## config.mk

```make
export PLATFORM = sky130hd
export DESIGN_NAME = bitset_store_engine_unit
export DESIGN_NICKNAME = d
export VERILOG_FILES = /design/src/rtl/bse_pkg.sv /design/src/rtl/bse_store.sv /design/src/rtl/bitset_store_engine_unit.sv
export SDC_FILE = /design/constraint.sdc
export NUM_CORES = 2
export LEC_CHECK = 0
export BUFFER_PORTS_ARGS = -buffer_cell sky130_fd_sc_hd__clkbuf_2
export CAP_MARGIN = 20
export CORE_ASPECT_RATIO = 1.4
export CORE_UTILIZATION = 40
export DETAILED_ROUTE_END_ITERATION = 8
export PLACE_DENSITY = 0.59
export SYNTH_ARGS = -nofsm -noshare
export SYNTH_HDL_FRONTEND = slang
export SYNTH_SLANG_ARGS = --single-unit
```

## constraint.sdc

```tcl
create_clock -name clk -period 20.7 [get_ports clk]
set_input_delay 1.035 -clock clk [delete_from_list [all_inputs] [get_ports clk]]
set_output_delay 1.035 -clock clk [all_outputs]
set_load 0.01 [all_outputs]
```

## src/rtl/bse_pkg.sv

```systemverilog
package bse_pkg;

  // Store geometry
  localparam int STORE_BYTES = 128;
  localparam int ADDR_W      = $clog2(STORE_BYTES);
  localparam int BIT_IDX_W   = 10;
  localparam int CNT_W       = 11;
  localparam int VB_W        = 8;
  localparam int CMD_W       = 4;

  // Command codes
  typedef enum logic [CMD_W-1:0] {
    CMD_SET      = 4'd0,
    CMD_CLEAR    = 4'd1,
    CMD_TEST     = 4'd2,
    CMD_AND      = 4'd3,
    CMD_OR       = 4'd4,
    CMD_XOR      = 4'd5,
    CMD_ANDN     = 4'd6,
    CMD_ORN      = 4'd7,
    CMD_WRITE    = 4'd8,
    CMD_INVERT   = 4'd9,
    CMD_FILL     = 4'd10,
    CMD_POPCOUNT = 4'd11,
    CMD_RANK     = 4'd12,
    CMD_LIST     = 4'd13
  } cmd_t;

  // Sequencer states
  typedef enum logic [2:0] {
    ST_IDLE,
    ST_EXEC,
    ST_LIST,
    ST_WALK,
    ST_WDONE
  } state_t;

  // Access request towards the bitmap store
  typedef struct packed {
    logic              rd_en;
    logic [ADDR_W-1:0] rd_addr;
    logic              wr_en;
    logic [ADDR_W-1:0] wr_addr;
    logic [7:0]        wr_data;
  } mem_req_t;

  // Set bits in a nibble
  localparam logic [2:0] ONES_NIB [16] = '{
    3'd0, 3'd1, 3'd1, 3'd2, 3'd1, 3'd2, 3'd2, 3'd3,
    3'd1, 3'd2, 3'd2, 3'd3, 3'd2, 3'd3, 3'd3, 3'd4
  };

  function automatic logic [3:0] ones8(input logic [7:0] b);
    return {1'b0, ONES_NIB[b[3:0]]} + {1'b0, ONES_NIB[b[7:4]]};
  endfunction

endpackage

```

## src/rtl/bse_store.sv

```systemverilog
module bse_store (
  input  logic             clk,
  input  logic             rst_n,
  input  bse_pkg::mem_req_t req,
  output logic [7:0]       rd_data
);
  import bse_pkg::*;

  logic [7:0]             mem_r [STORE_BYTES];
  logic [STORE_BYTES-1:0] vld_r;
  logic [7:0]             rd_data_r;
  logic                   rd_vld_r;

  // Bitmap bytes, one write and one registered read per cycle
  always_ff @(posedge clk) begin
    if (req.wr_en) begin
      mem_r[req.wr_addr] <= req.wr_data;
    end
    if (req.rd_en) begin
      rd_data_r <= mem_r[req.rd_addr];
    end
  end

  // Written flags: a byte never written since reset reads as zero
  always_ff @(posedge clk) begin
    if (!rst_n) begin
      vld_r    <= '0;
      rd_vld_r <= 1'b0;
    end else begin
      if (req.wr_en) begin
        vld_r[req.wr_addr] <= 1'b1;
      end
      if (req.rd_en) begin
        rd_vld_r <= vld_r[req.rd_addr];
      end
    end
  end

  assign rd_data = rd_vld_r ? rd_data_r : 8'd0;

endmodule

```

## src/rtl/bitset_store_engine_unit.sv

```systemverilog
// Channel | Ports                                                  | Handshake
// input   | in_cmd, in_bit_pos, in_byte_addr, in_operand_byte      | in_valid / in_stall
// result  | out_byte_value .. out_status (seven fields)            | out_valid / out_stall
// config  | cfg_vector_bytes                                       | cfg_valid / cfg_ready
//
// Bit and byte commands read at accept, then modify and write back (test only reads); unused
// codes read and give a bare last result. List gives one result per set bit of the byte, or
// one bare result for an empty byte. Invert, fill and popcount walk the n bytes in use, and
// rank walks bytes 0 to bit_pos/8, one byte per cycle.
// Reset clears per-byte written flags at once, so the store reads as zero straight away.
// A full, stalled output register holds the sequencer in its emitting state.
module bitset_store_engine_unit (
  input  logic                           clk,
  input  logic                           rst_n,
  input  logic                           in_valid,
  output logic                           in_stall,
  input  logic [bse_pkg::CMD_W-1:0]      in_cmd,
  input  logic [bse_pkg::BIT_IDX_W-1:0]  in_bit_pos,
  input  logic [bse_pkg::ADDR_W-1:0]     in_byte_addr,
  input  logic [7:0]                     in_operand_byte,
  output logic                           out_valid,
  input  logic                           out_stall,
  output logic [7:0]                     out_byte_value,
  output logic                           out_bit_value,
  output logic [bse_pkg::CNT_W-1:0]      out_count,
  output logic [bse_pkg::BIT_IDX_W-1:0]  out_index_out,
  output logic                           out_found,
  output logic                           out_last,
  output logic                           out_status,
  input  logic                           cfg_valid,
  output logic                           cfg_ready,
  input  logic [bse_pkg::VB_W-1:0]       cfg_vector_bytes
);
  import bse_pkg::*;

  state_t                 state_r, state_nxt;
  logic [VB_W-1:0]        vbytes_r;
  logic [CMD_W-1:0]       cmd_r, cmd_nxt;
  logic [BIT_IDX_W-1:0]   bi_r, bi_nxt;
  logic [ADDR_W-1:0]      ba_r, ba_nxt;
  logic [7:0]             op_r, op_nxt;
  logic [ADDR_W-1:0]      ptr_r, ptr_nxt;
  logic                   issue_done_r, issue_done_nxt;
  logic                   pvld_r, pvld_nxt;
  logic [ADDR_W-1:0]      paddr_r, paddr_nxt;
  logic [CNT_W-1:0]       acc_r, acc_nxt;
  logic [7:0]             rbyte_r, rbyte_nxt;
  logic [7:0]             lst_r, lst_nxt;
  logic [7:0]             lbyte_r, lbyte_nxt;

  logic                   out_valid_r, out_valid_nxt;
  logic [7:0]             obyte_r, obyte_nxt;
  logic                   obit_r, obit_nxt;
  logic [CNT_W-1:0]       ocnt_r, ocnt_nxt;
  logic [BIT_IDX_W-1:0]   oidx_r, oidx_nxt;
  logic                   ofound_r, ofound_nxt;
  logic                   olast_r, olast_nxt;
  logic                   ostat_r, ostat_nxt;

  mem_req_t               req;
  logic [7:0]             rd_data;

  logic [VB_W-1:0]        used_n;
  logic [ADDR_W-1:0]      bbyte;
  logic [7:0]             mask;
  logic                   is_bit, is_byte, is_walk, oor, out_free;
  logic [ADDR_W-1:0]      walk_end;
  logic [2:0]             low_bit;
  logic [7:0]             rest;
  logic [7:0]             nb;

  // Load of the output register
  logic                   ld;
  logic [7:0]             f_byte;
  logic                   f_bit;
  logic [CNT_W-1:0]       f_cnt;
  logic [BIT_IDX_W-1:0]   f_idx;
  logic                   f_found;
  logic                   f_last;
  logic                   f_stat;

  bse_store u_store (
    .clk     (clk),
    .rst_n   (rst_n),
    .req     (req),
    .rd_data (rd_data)
  );

  // Bytes in use, clamped to 1..STORE_BYTES
  always_comb begin
    if (vbytes_r == '0) begin
      used_n = VB_W'(1);
    end else if (vbytes_r > VB_W'(STORE_BYTES)) begin
      used_n = VB_W'(STORE_BYTES);
    end else begin
      used_n = vbytes_r;
    end
  end

  // Decode of the held request
  assign bbyte   = bi_r[BIT_IDX_W-1:3];
  assign mask    = 8'd1 << bi_r[2:0];
  assign is_bit  = (cmd_r == CMD_SET) || (cmd_r == CMD_CLEAR) || (cmd_r == CMD_TEST) ||
                   (cmd_r == CMD_RANK);
  assign is_byte = ((cmd_r >= CMD_AND) && (cmd_r <= CMD_WRITE)) || (cmd_r == CMD_LIST);
  assign is_walk = (cmd_r == CMD_INVERT) || (cmd_r == CMD_FILL) ||
                   (cmd_r == CMD_POPCOUNT) || (cmd_r == CMD_RANK);
  assign oor     = (is_bit  && ({1'b0, bbyte} >= used_n)) ||
                   (is_byte && ({1'b0, ba_r}  >= used_n));
  assign walk_end = (cmd_r == CMD_RANK) ? bbyte : ADDR_W'(used_n - VB_W'(1));
  assign out_free = !out_valid_r || !out_stall;

  // Lowest set bit of the remaining list byte
  always_comb begin
    low_bit = 3'd0;
    for (int i = 7; i >= 0; i--) begin
      if (lst_r[i]) begin
        low_bit = 3'(i);
      end
    end
  end
  assign rest = lst_r & ~(8'd1 << low_bit);

  // Modified byte for bit and byte commands
  always_comb begin
    case (cmd_r)
      CMD_SET:   nb = rd_data | mask;
      CMD_CLEAR: nb = rd_data & ~mask;
      CMD_AND:   nb = rd_data & op_r;
      CMD_OR:    nb = rd_data | op_r;
      CMD_XOR:   nb = rd_data ^ op_r;
      CMD_ANDN:  nb = rd_data & ~op_r;
      CMD_ORN:   nb = rd_data | ~op_r;
      CMD_WRITE: nb = op_r;
      default:   nb = rd_data;
    endcase
  end

  // Next state
  always_comb begin
    state_nxt = state_r;
    case (state_r)
      ST_IDLE: begin
        if (in_valid) begin
          state_nxt = ST_EXEC;
        end
      end
      ST_EXEC: begin
        if (is_walk && !oor) begin
          state_nxt = ST_WALK;
        end else if (out_free) begin
          if ((cmd_r == CMD_LIST) && !oor && (rd_data != 8'd0)) begin
            state_nxt = ST_LIST;
          end else begin
            state_nxt = ST_IDLE;
          end
        end
      end
      ST_LIST: begin
        if (out_free && (rest == 8'd0)) begin
          state_nxt = ST_IDLE;
        end
      end
      ST_WALK: begin
        if (issue_done_r && !pvld_r) begin
          state_nxt = ST_WDONE;
        end
      end
      ST_WDONE: begin
        if (out_free) begin
          state_nxt = ST_IDLE;
        end
      end
      default: state_nxt = ST_IDLE;
    endcase
  end

  // Datapath, store requests and result loads
  always_comb begin
    cmd_nxt        = cmd_r;
    bi_nxt         = bi_r;
    ba_nxt         = ba_r;
    op_nxt         = op_r;
    ptr_nxt        = ptr_r;
    issue_done_nxt = issue_done_r;
    pvld_nxt       = pvld_r;
    paddr_nxt      = paddr_r;
    acc_nxt        = acc_r;
    rbyte_nxt      = rbyte_r;
    lst_nxt        = lst_r;
    lbyte_nxt      = lbyte_r;
    req            = '0;
    ld             = 1'b0;
    f_byte         = 8'd0;
    f_bit          = 1'b0;
    f_cnt          = '0;
    f_idx          = '0;
    f_found        = 1'b0;
    f_last         = 1'b1;
    f_stat         = 1'b0;

    case (state_r)
      ST_IDLE: begin
        if (in_valid) begin
          cmd_nxt        = in_cmd;
          bi_nxt         = in_bit_pos;
          ba_nxt         = in_byte_addr;
          op_nxt         = in_operand_byte;
          ptr_nxt        = '0;
          issue_done_nxt = 1'b0;
          pvld_nxt       = 1'b0;
          acc_nxt        = '0;
          req.rd_en      = 1'b1;
          if ((in_cmd <= CMD_TEST) || (in_cmd == CMD_RANK)) begin
            req.rd_addr = in_bit_pos[BIT_IDX_W-1:3];
          end else begin
            req.rd_addr = in_byte_addr;
          end
        end
      end
      ST_EXEC: begin
        if (!(is_walk && !oor) && out_free) begin
          ld = 1'b1;
          if (oor) begin
            f_stat = 1'b1;
          end else if (cmd_r == CMD_LIST) begin
            lst_nxt   = rd_data;
            lbyte_nxt = rd_data;
            // a non-empty byte is listed from the list state
            ld        = (rd_data == 8'd0);
          end else if (is_bit || is_byte) begin
            f_byte      = nb;
            f_bit       = (cmd_r == CMD_TEST) && ((nb & mask) != 8'd0);
            req.wr_en   = (cmd_r != CMD_TEST);
            req.wr_addr = is_bit ? bbyte : ba_r;
            req.wr_data = nb;
          end
        end
      end
      ST_LIST: begin
        if (out_free) begin
          ld      = 1'b1;
          f_byte  = lbyte_r;
          f_idx   = {ba_r, low_bit};
          f_found = 1'b1;
          f_last  = (rest == 8'd0);
          lst_nxt = rest;
        end
      end
      ST_WALK: begin
        // issue side: one byte a cycle
        pvld_nxt = 1'b0;
        if (!issue_done_r) begin
          if (cmd_r == CMD_FILL) begin
            req.wr_en   = 1'b1;
            req.wr_addr = ptr_r;
            req.wr_data = op_r;
          end else begin
            req.rd_en   = 1'b1;
            req.rd_addr = ptr_r;
            pvld_nxt    = 1'b1;
            paddr_nxt   = ptr_r;
          end
          if (ptr_r == walk_end) begin
            issue_done_nxt = 1'b1;
          end else begin
            ptr_nxt = ptr_r + ADDR_W'(1);
          end
        end
        // process side: data read in the previous cycle
        if (pvld_r) begin
          case (cmd_r)
            CMD_INVERT: begin
              req.wr_en   = 1'b1;
              req.wr_addr = paddr_r;
              req.wr_data = ~rd_data;
            end
            CMD_POPCOUNT: begin
              acc_nxt = acc_r + CNT_W'(ones8(rd_data));
            end
            CMD_RANK: begin
              if (paddr_r < bbyte) begin
                acc_nxt = acc_r + CNT_W'(ones8(rd_data));
              end else begin
                acc_nxt   = acc_r + CNT_W'(ones8(rd_data & (mask - 8'd1)));
                rbyte_nxt = rd_data;
              end
            end
            default: ;
          endcase
        end
      end
      ST_WDONE: begin
        if (out_free) begin
          ld = 1'b1;
          if (cmd_r == CMD_RANK) begin
            f_byte = rbyte_r;
            f_cnt  = acc_r;
          end else if (cmd_r == CMD_POPCOUNT) begin
            f_cnt = acc_r;
          end
        end
      end
      default: ;
    endcase
  end

  // Output register
  always_comb begin
    out_valid_nxt = out_valid_r && out_stall;
    obyte_nxt     = obyte_r;
    obit_nxt      = obit_r;
    ocnt_nxt      = ocnt_r;
    oidx_nxt      = oidx_r;
    ofound_nxt    = ofound_r;
    olast_nxt     = olast_r;
    ostat_nxt     = ostat_r;
    if (ld) begin
      out_valid_nxt = 1'b1;
      obyte_nxt     = f_byte;
      obit_nxt      = f_bit;
      ocnt_nxt      = f_cnt;
      oidx_nxt      = f_idx;
      ofound_nxt    = f_found;
      olast_nxt     = f_last;
      ostat_nxt     = f_stat;
    end
  end

  // Control registers
  always_ff @(posedge clk) begin
    if (!rst_n) begin
      state_r      <= ST_IDLE;
      out_valid_r  <= 1'b0;
      vbytes_r     <= VB_W'(STORE_BYTES);
      issue_done_r <= 1'b0;
      pvld_r       <= 1'b0;
    end else begin
      state_r      <= state_nxt;
      out_valid_r  <= out_valid_nxt;
      issue_done_r <= issue_done_nxt;
      pvld_r       <= pvld_nxt;
      if (cfg_valid && cfg_ready) begin
        vbytes_r <= cfg_vector_bytes;
      end
    end
  end

  // Payload registers
  always_ff @(posedge clk) begin
    cmd_r    <= cmd_nxt;
    bi_r     <= bi_nxt;
    ba_r     <= ba_nxt;
    op_r     <= op_nxt;
    ptr_r    <= ptr_nxt;
    paddr_r  <= paddr_nxt;
    acc_r    <= acc_nxt;
    rbyte_r  <= rbyte_nxt;
    lst_r    <= lst_nxt;
    lbyte_r  <= lbyte_nxt;
    obyte_r  <= obyte_nxt;
    obit_r   <= obit_nxt;
    ocnt_r   <= ocnt_nxt;
    oidx_r   <= oidx_nxt;
    ofound_r <= ofound_nxt;
    olast_r  <= olast_nxt;
    ostat_r  <= ostat_nxt;
  end

  assign in_stall       = (state_r != ST_IDLE);
  assign cfg_ready      = (state_r == ST_IDLE);
  assign out_valid      = out_valid_r;
  assign out_byte_value = obyte_r;
  assign out_bit_value  = obit_r;
  assign out_count      = ocnt_r;
  assign out_index_out  = oidx_r;
  assign out_found      = ofound_r;
  assign out_last       = olast_r;
  assign out_status     = ostat_r;

endmodule

```

==> summary.md <==
| Metric | Value |
|---|---|
| Status | completed |
| Hold WC Path Type | flop to flop |
| Hold Path Cell Cnt | 1 |
| Routability cong. | about 0.90 |
| Crit path from | state_r[1]$_SDFFE_PN0P_ |
| Ys Warns | 0 |
| Post-route antenna net violation count | 0 |
| Post-Syn Area | 54700 um^2 |
| Reg2reg end | u_store.rd_data_r[4]$_DFFE_PP_ |
| Pwr per Cell Area | between 90 and 100 nW/um^2 |
| Max FO, Critical Path | 77 |
| Crit path kind | flop to flop |
| Leak Pwr | around 21 nW |
| Final WL | 160000 um |
| Layout filler cell count | 12300 |
| Clk Latency, worst-skew pair | 760 ps |
| Initial antenna violation count | 0 |
| Synth Area in Compound Gates | approximately 9.0% |
| GRT Total Usage | 22.7% |
| Clock Power Share | 39.0% |
| R2R depth | 14 |
| Initial Util | 40.3% |
| Post-synth net total | 4734 |
| Max cap viols | 0 |
| Number of setup buffers added after CTS | 0 |
| Commonest non-fill, non-tap cell in the layout | nand2_1 |
| Slew HR | 16.5% |
| Worst-path clk slew | 70 ps |
| Port Buffers | 77 |
| Routed wire length per instance | 24.6 um |
| Layout cell share with drive strength beyond 1 | 8.46% |
| DRT Pass-1 Iters | 6 |
| Final Critical Period | 6490 ps |
| Largest family of logic cells by synthesized area | simple AND/OR/NAND/NOR gates |
| #FFs+latches synth | 1286 |
| Synth Area in Adders | 1.23% |
| Syn_area_per_cell | approximately 12 um^2 |
| IO Count | 78 |
| EDFF count, synth | ~1100 |
| Area growth syn-to-layout | 11.3% |
| Die X | between 300 and 400 um |
| Final worst clock skew | 34.3 ps |
| Die footprint | 138000 um^2 |
| Detailed-route via count | roughly 37000 |
| Final hold viol count | 0 |
| Register area share after synthesis | 67.9% |
| PnR Total Power | between 5 and 6 mW |
| Cts bufs inserted | 115 |
| Vias per inst | 5.75 |
| Post-DP Area | 56700 um^2 |
| H-tree depth | 3 |
| Setup crit end | u_store.rd_data_r[4]$_DFFE_PP_ |
| Fin nets | 4703 |
| Worst slack, placed | between 10000 and 15000 ps |
| Final std cells w/o fill | 6498 |
| Async set-reset flop share out of synthesis | 0% |
| Setup crit end kind | flop |
| Clock sink count | 1286 |
| Net switching power | 1.57 mW |
| Final std cell area, no fill | 60900 um^2 |
| Largest net degree at the start of global routing | 203 |
| Combinational share of power | 12.6% |
| TritonCTS clock tree | built |
| Root buf cell | clkbuf_16 |
| Switching part of the total power | a little over a quarter |
| First-pass GRT wire length | 234000 um |
| Reg power frac | 48.4% |
| GRT overflow | 0 |
| Internal power | ~4.4 mW |
| Synth Area in XOR/XNOR | 0.512% |
| Synth cell types | 85 |
| Final setup fails | 0 |
| RSZ-0062 raised after global routing | false |
| Core area | 136000 um^2 |
| Post-Synthesis Cells | around 4600 |
| Final setup TNS | 0 ps |
| R2R Path Start | state_r[1]$_SDFFE_PN0P_ |
| HPWL after DPL | 96100 um |
| Crit path DAT | 7090 ps |
| Post-CTS sizing | 0 |
| Number of global-route vias before repair | 35300 |
| Worst EP required | 21300 ps |
| Post-synthesis mux area share | 0.821% |
| Max Fclk | 0.154 GHz |
| Core Rows | 160 |
| Hold_buf cts | 0 |
| Worst vdd ir | between 60 and 70 uV |
| Max-slew violations | 0 |
| Inst Count DP | 6267 |
| DRC | 0 |
| Commonest non-fill, non-tap cells in the layout | 1196 x nand2_1, 1143 x edfxtp_1, 557 x nand3_1 |
| Reg2reg setup slack | roughly 14000 ps |
| Clock Tree Buf Depth | 3 |
| Die height | 440 um |
| 1st-iter DRT viols | 3625 |
| Fin crit share | 31.4% |
| Slew @ Worst Pin | 1250 ps |
| Simple-Gate Fraction of Synth Area | 17.5% |
| Worst setup SP type | flop |
| Synth Flop Type | edfxtp_1 |
| Setup WS post-layout | ~14000 ps |
==> synth_stat cells (20+ instances only) <==
master / instances / area share [%]
ha_1: 40 / 0.91
a21o_1: 20 / 0.27
inv_1: 42 / 0.29
a21oi_1: 75 / 0.69
buf_4: 31 / 0.43
and2_1: 23 / 0.26
a31oi_1: 84 / 0.96
clkbuf_1: 160 / 1.1
nor2_1: 222 / 1.5
a22oi_1: 49 / 0.67
nor3_1: 25 / 0.23
nand3_1: 557 / 5.1
mux2i_1: 28 / 0.51
nand2_1: 1197 / 8.2
and3_1: 76 / 0.87
o21ai_0: 62 / 0.57
buf_2: 92 / 0.84
o21a_1: 135 / 1.9
a311oi_1: 132 / 2.1
nand4_1: 40 / 0.46
edfxtp_1: 1143 / 63
dfxtp_1: 143 / 5.2
==> worst min path at each step <==
stage | slack (ps) | from | endpoint
6_report | 460 | u_store.vld_r[55]$_SDFFE_PN0P_ | u_store.vld_r[55]$_SDFFE_PN0P_
5_1_grt | 470 | in_bit_pos[1] | bi_r[1]$_DFFE_PP_
4_1_cts | 430 | in_bit_pos[2] | bi_r[2]$_DFFE_PP_
3_5_place_dp | 450 | u_store.vld_r[55]$_SDFFE_PN0P_ | u_store.vld_r[55]$_SDFFE_PN0P_
3_3_place_gp | 440 | u_store.vld_r[55]$_SDFFE_PN0P_ | u_store.vld_r[55]$_SDFFE_PN0P_
2_1_floorplan | 420 | ptr_r[2]$_SDFFCE_PN0P_ | paddr_r[2]$_DFFE_PP_
==> final cells by class <==
class / count / area, um^2 / share of cell area [%]
antenna: 1 / 2.50 / 0.00411
timing repair buffer: 162 / 1130 / 1.85
multi-input combinational: 3003 / 16100 / 26.4
clock inverter: 68 / 936 / 1.54
tap: 1782 / 2230 / 3.66
clock buffer: 151 / 3180 / 5.21
inverter: 45 / 169 / 0.277
sequential: 1286 / 37200 / 61.0
==> metrics by stage <==
step / hold WS, ps / util (%)
6_report: 463 / 44.9
5_1_grt: 469 / 44.9
4_1_cts: 426 / 44.8
3_5_place_dp: 450 / 41.8
3_3_place_gp: 440 / 41.8
2_1_floorplan: 424 / -
==> cells by family after synthesis <==
family / after synthesis
buf+inv: 355
flops: 1286
other cells: 1
simple gates: 2208
mux: 37
xor+xnor: 32
compound gates: 676
fa+ha+maj: 49
==> registers in the layout, indices dropped and copies added (netlist names), 3 cells and up <==
name / flops
lst_r: 8
paddr_r: 7
acc_r: 11
out_index_out: 10
u_store.vld_r: 128
rbyte_r: 8
ba_r: 7
state_r: 3
lbyte_r: 8
out_count: 11
op_r: 8
u_store.mem_r: 1024
vbytes_r: 8
u_store.rd_data_r: 8
cmd_r: 4
ptr_r: 7
bi_r: 10
out_byte_value: 8
==> worst max-delay path: stages, from the launching register on <==
cell and delay (ps):
dfxtp_1 640, nor2b_1 290, nand2_1 180, inv_2 720, a32o_4 730, buf_4 750
buf_4 850, buf_4 690, nand2_1 100, and3_1 200, a311oi_1 250, a311oi_1 90
a31oi_1 370, a22oi_1 160, nand4_1 140
==> power groups by stage <==
stage / logic, mW / registers [mW] / clock network, mW
2_1_floorplan: 0.490 / 2.93 / 0
4_1_cts: 0.748 / 2.89 / 2.36
3_5_place_dp: 0.746 / 2.95 / 0
6_report: 0.751 / 2.89 / 2.33
3_3_place_gp: 0.739 / 2.95 / 0
5_1_grt: 0.807 / 2.89 / 2.45
==> metal layers <==
layer / share of wire, % / wire length (um) / track usage [%]
met3: 6.2 / 9940 / 2.41
met5: 0 / 0 / 0
met1: 38 / 60500 / 27.4
met4: 5.1 / 8070 / 11.9
met2: 51 / 81200 / 39.6
Power figures use the tool's default switching activity.
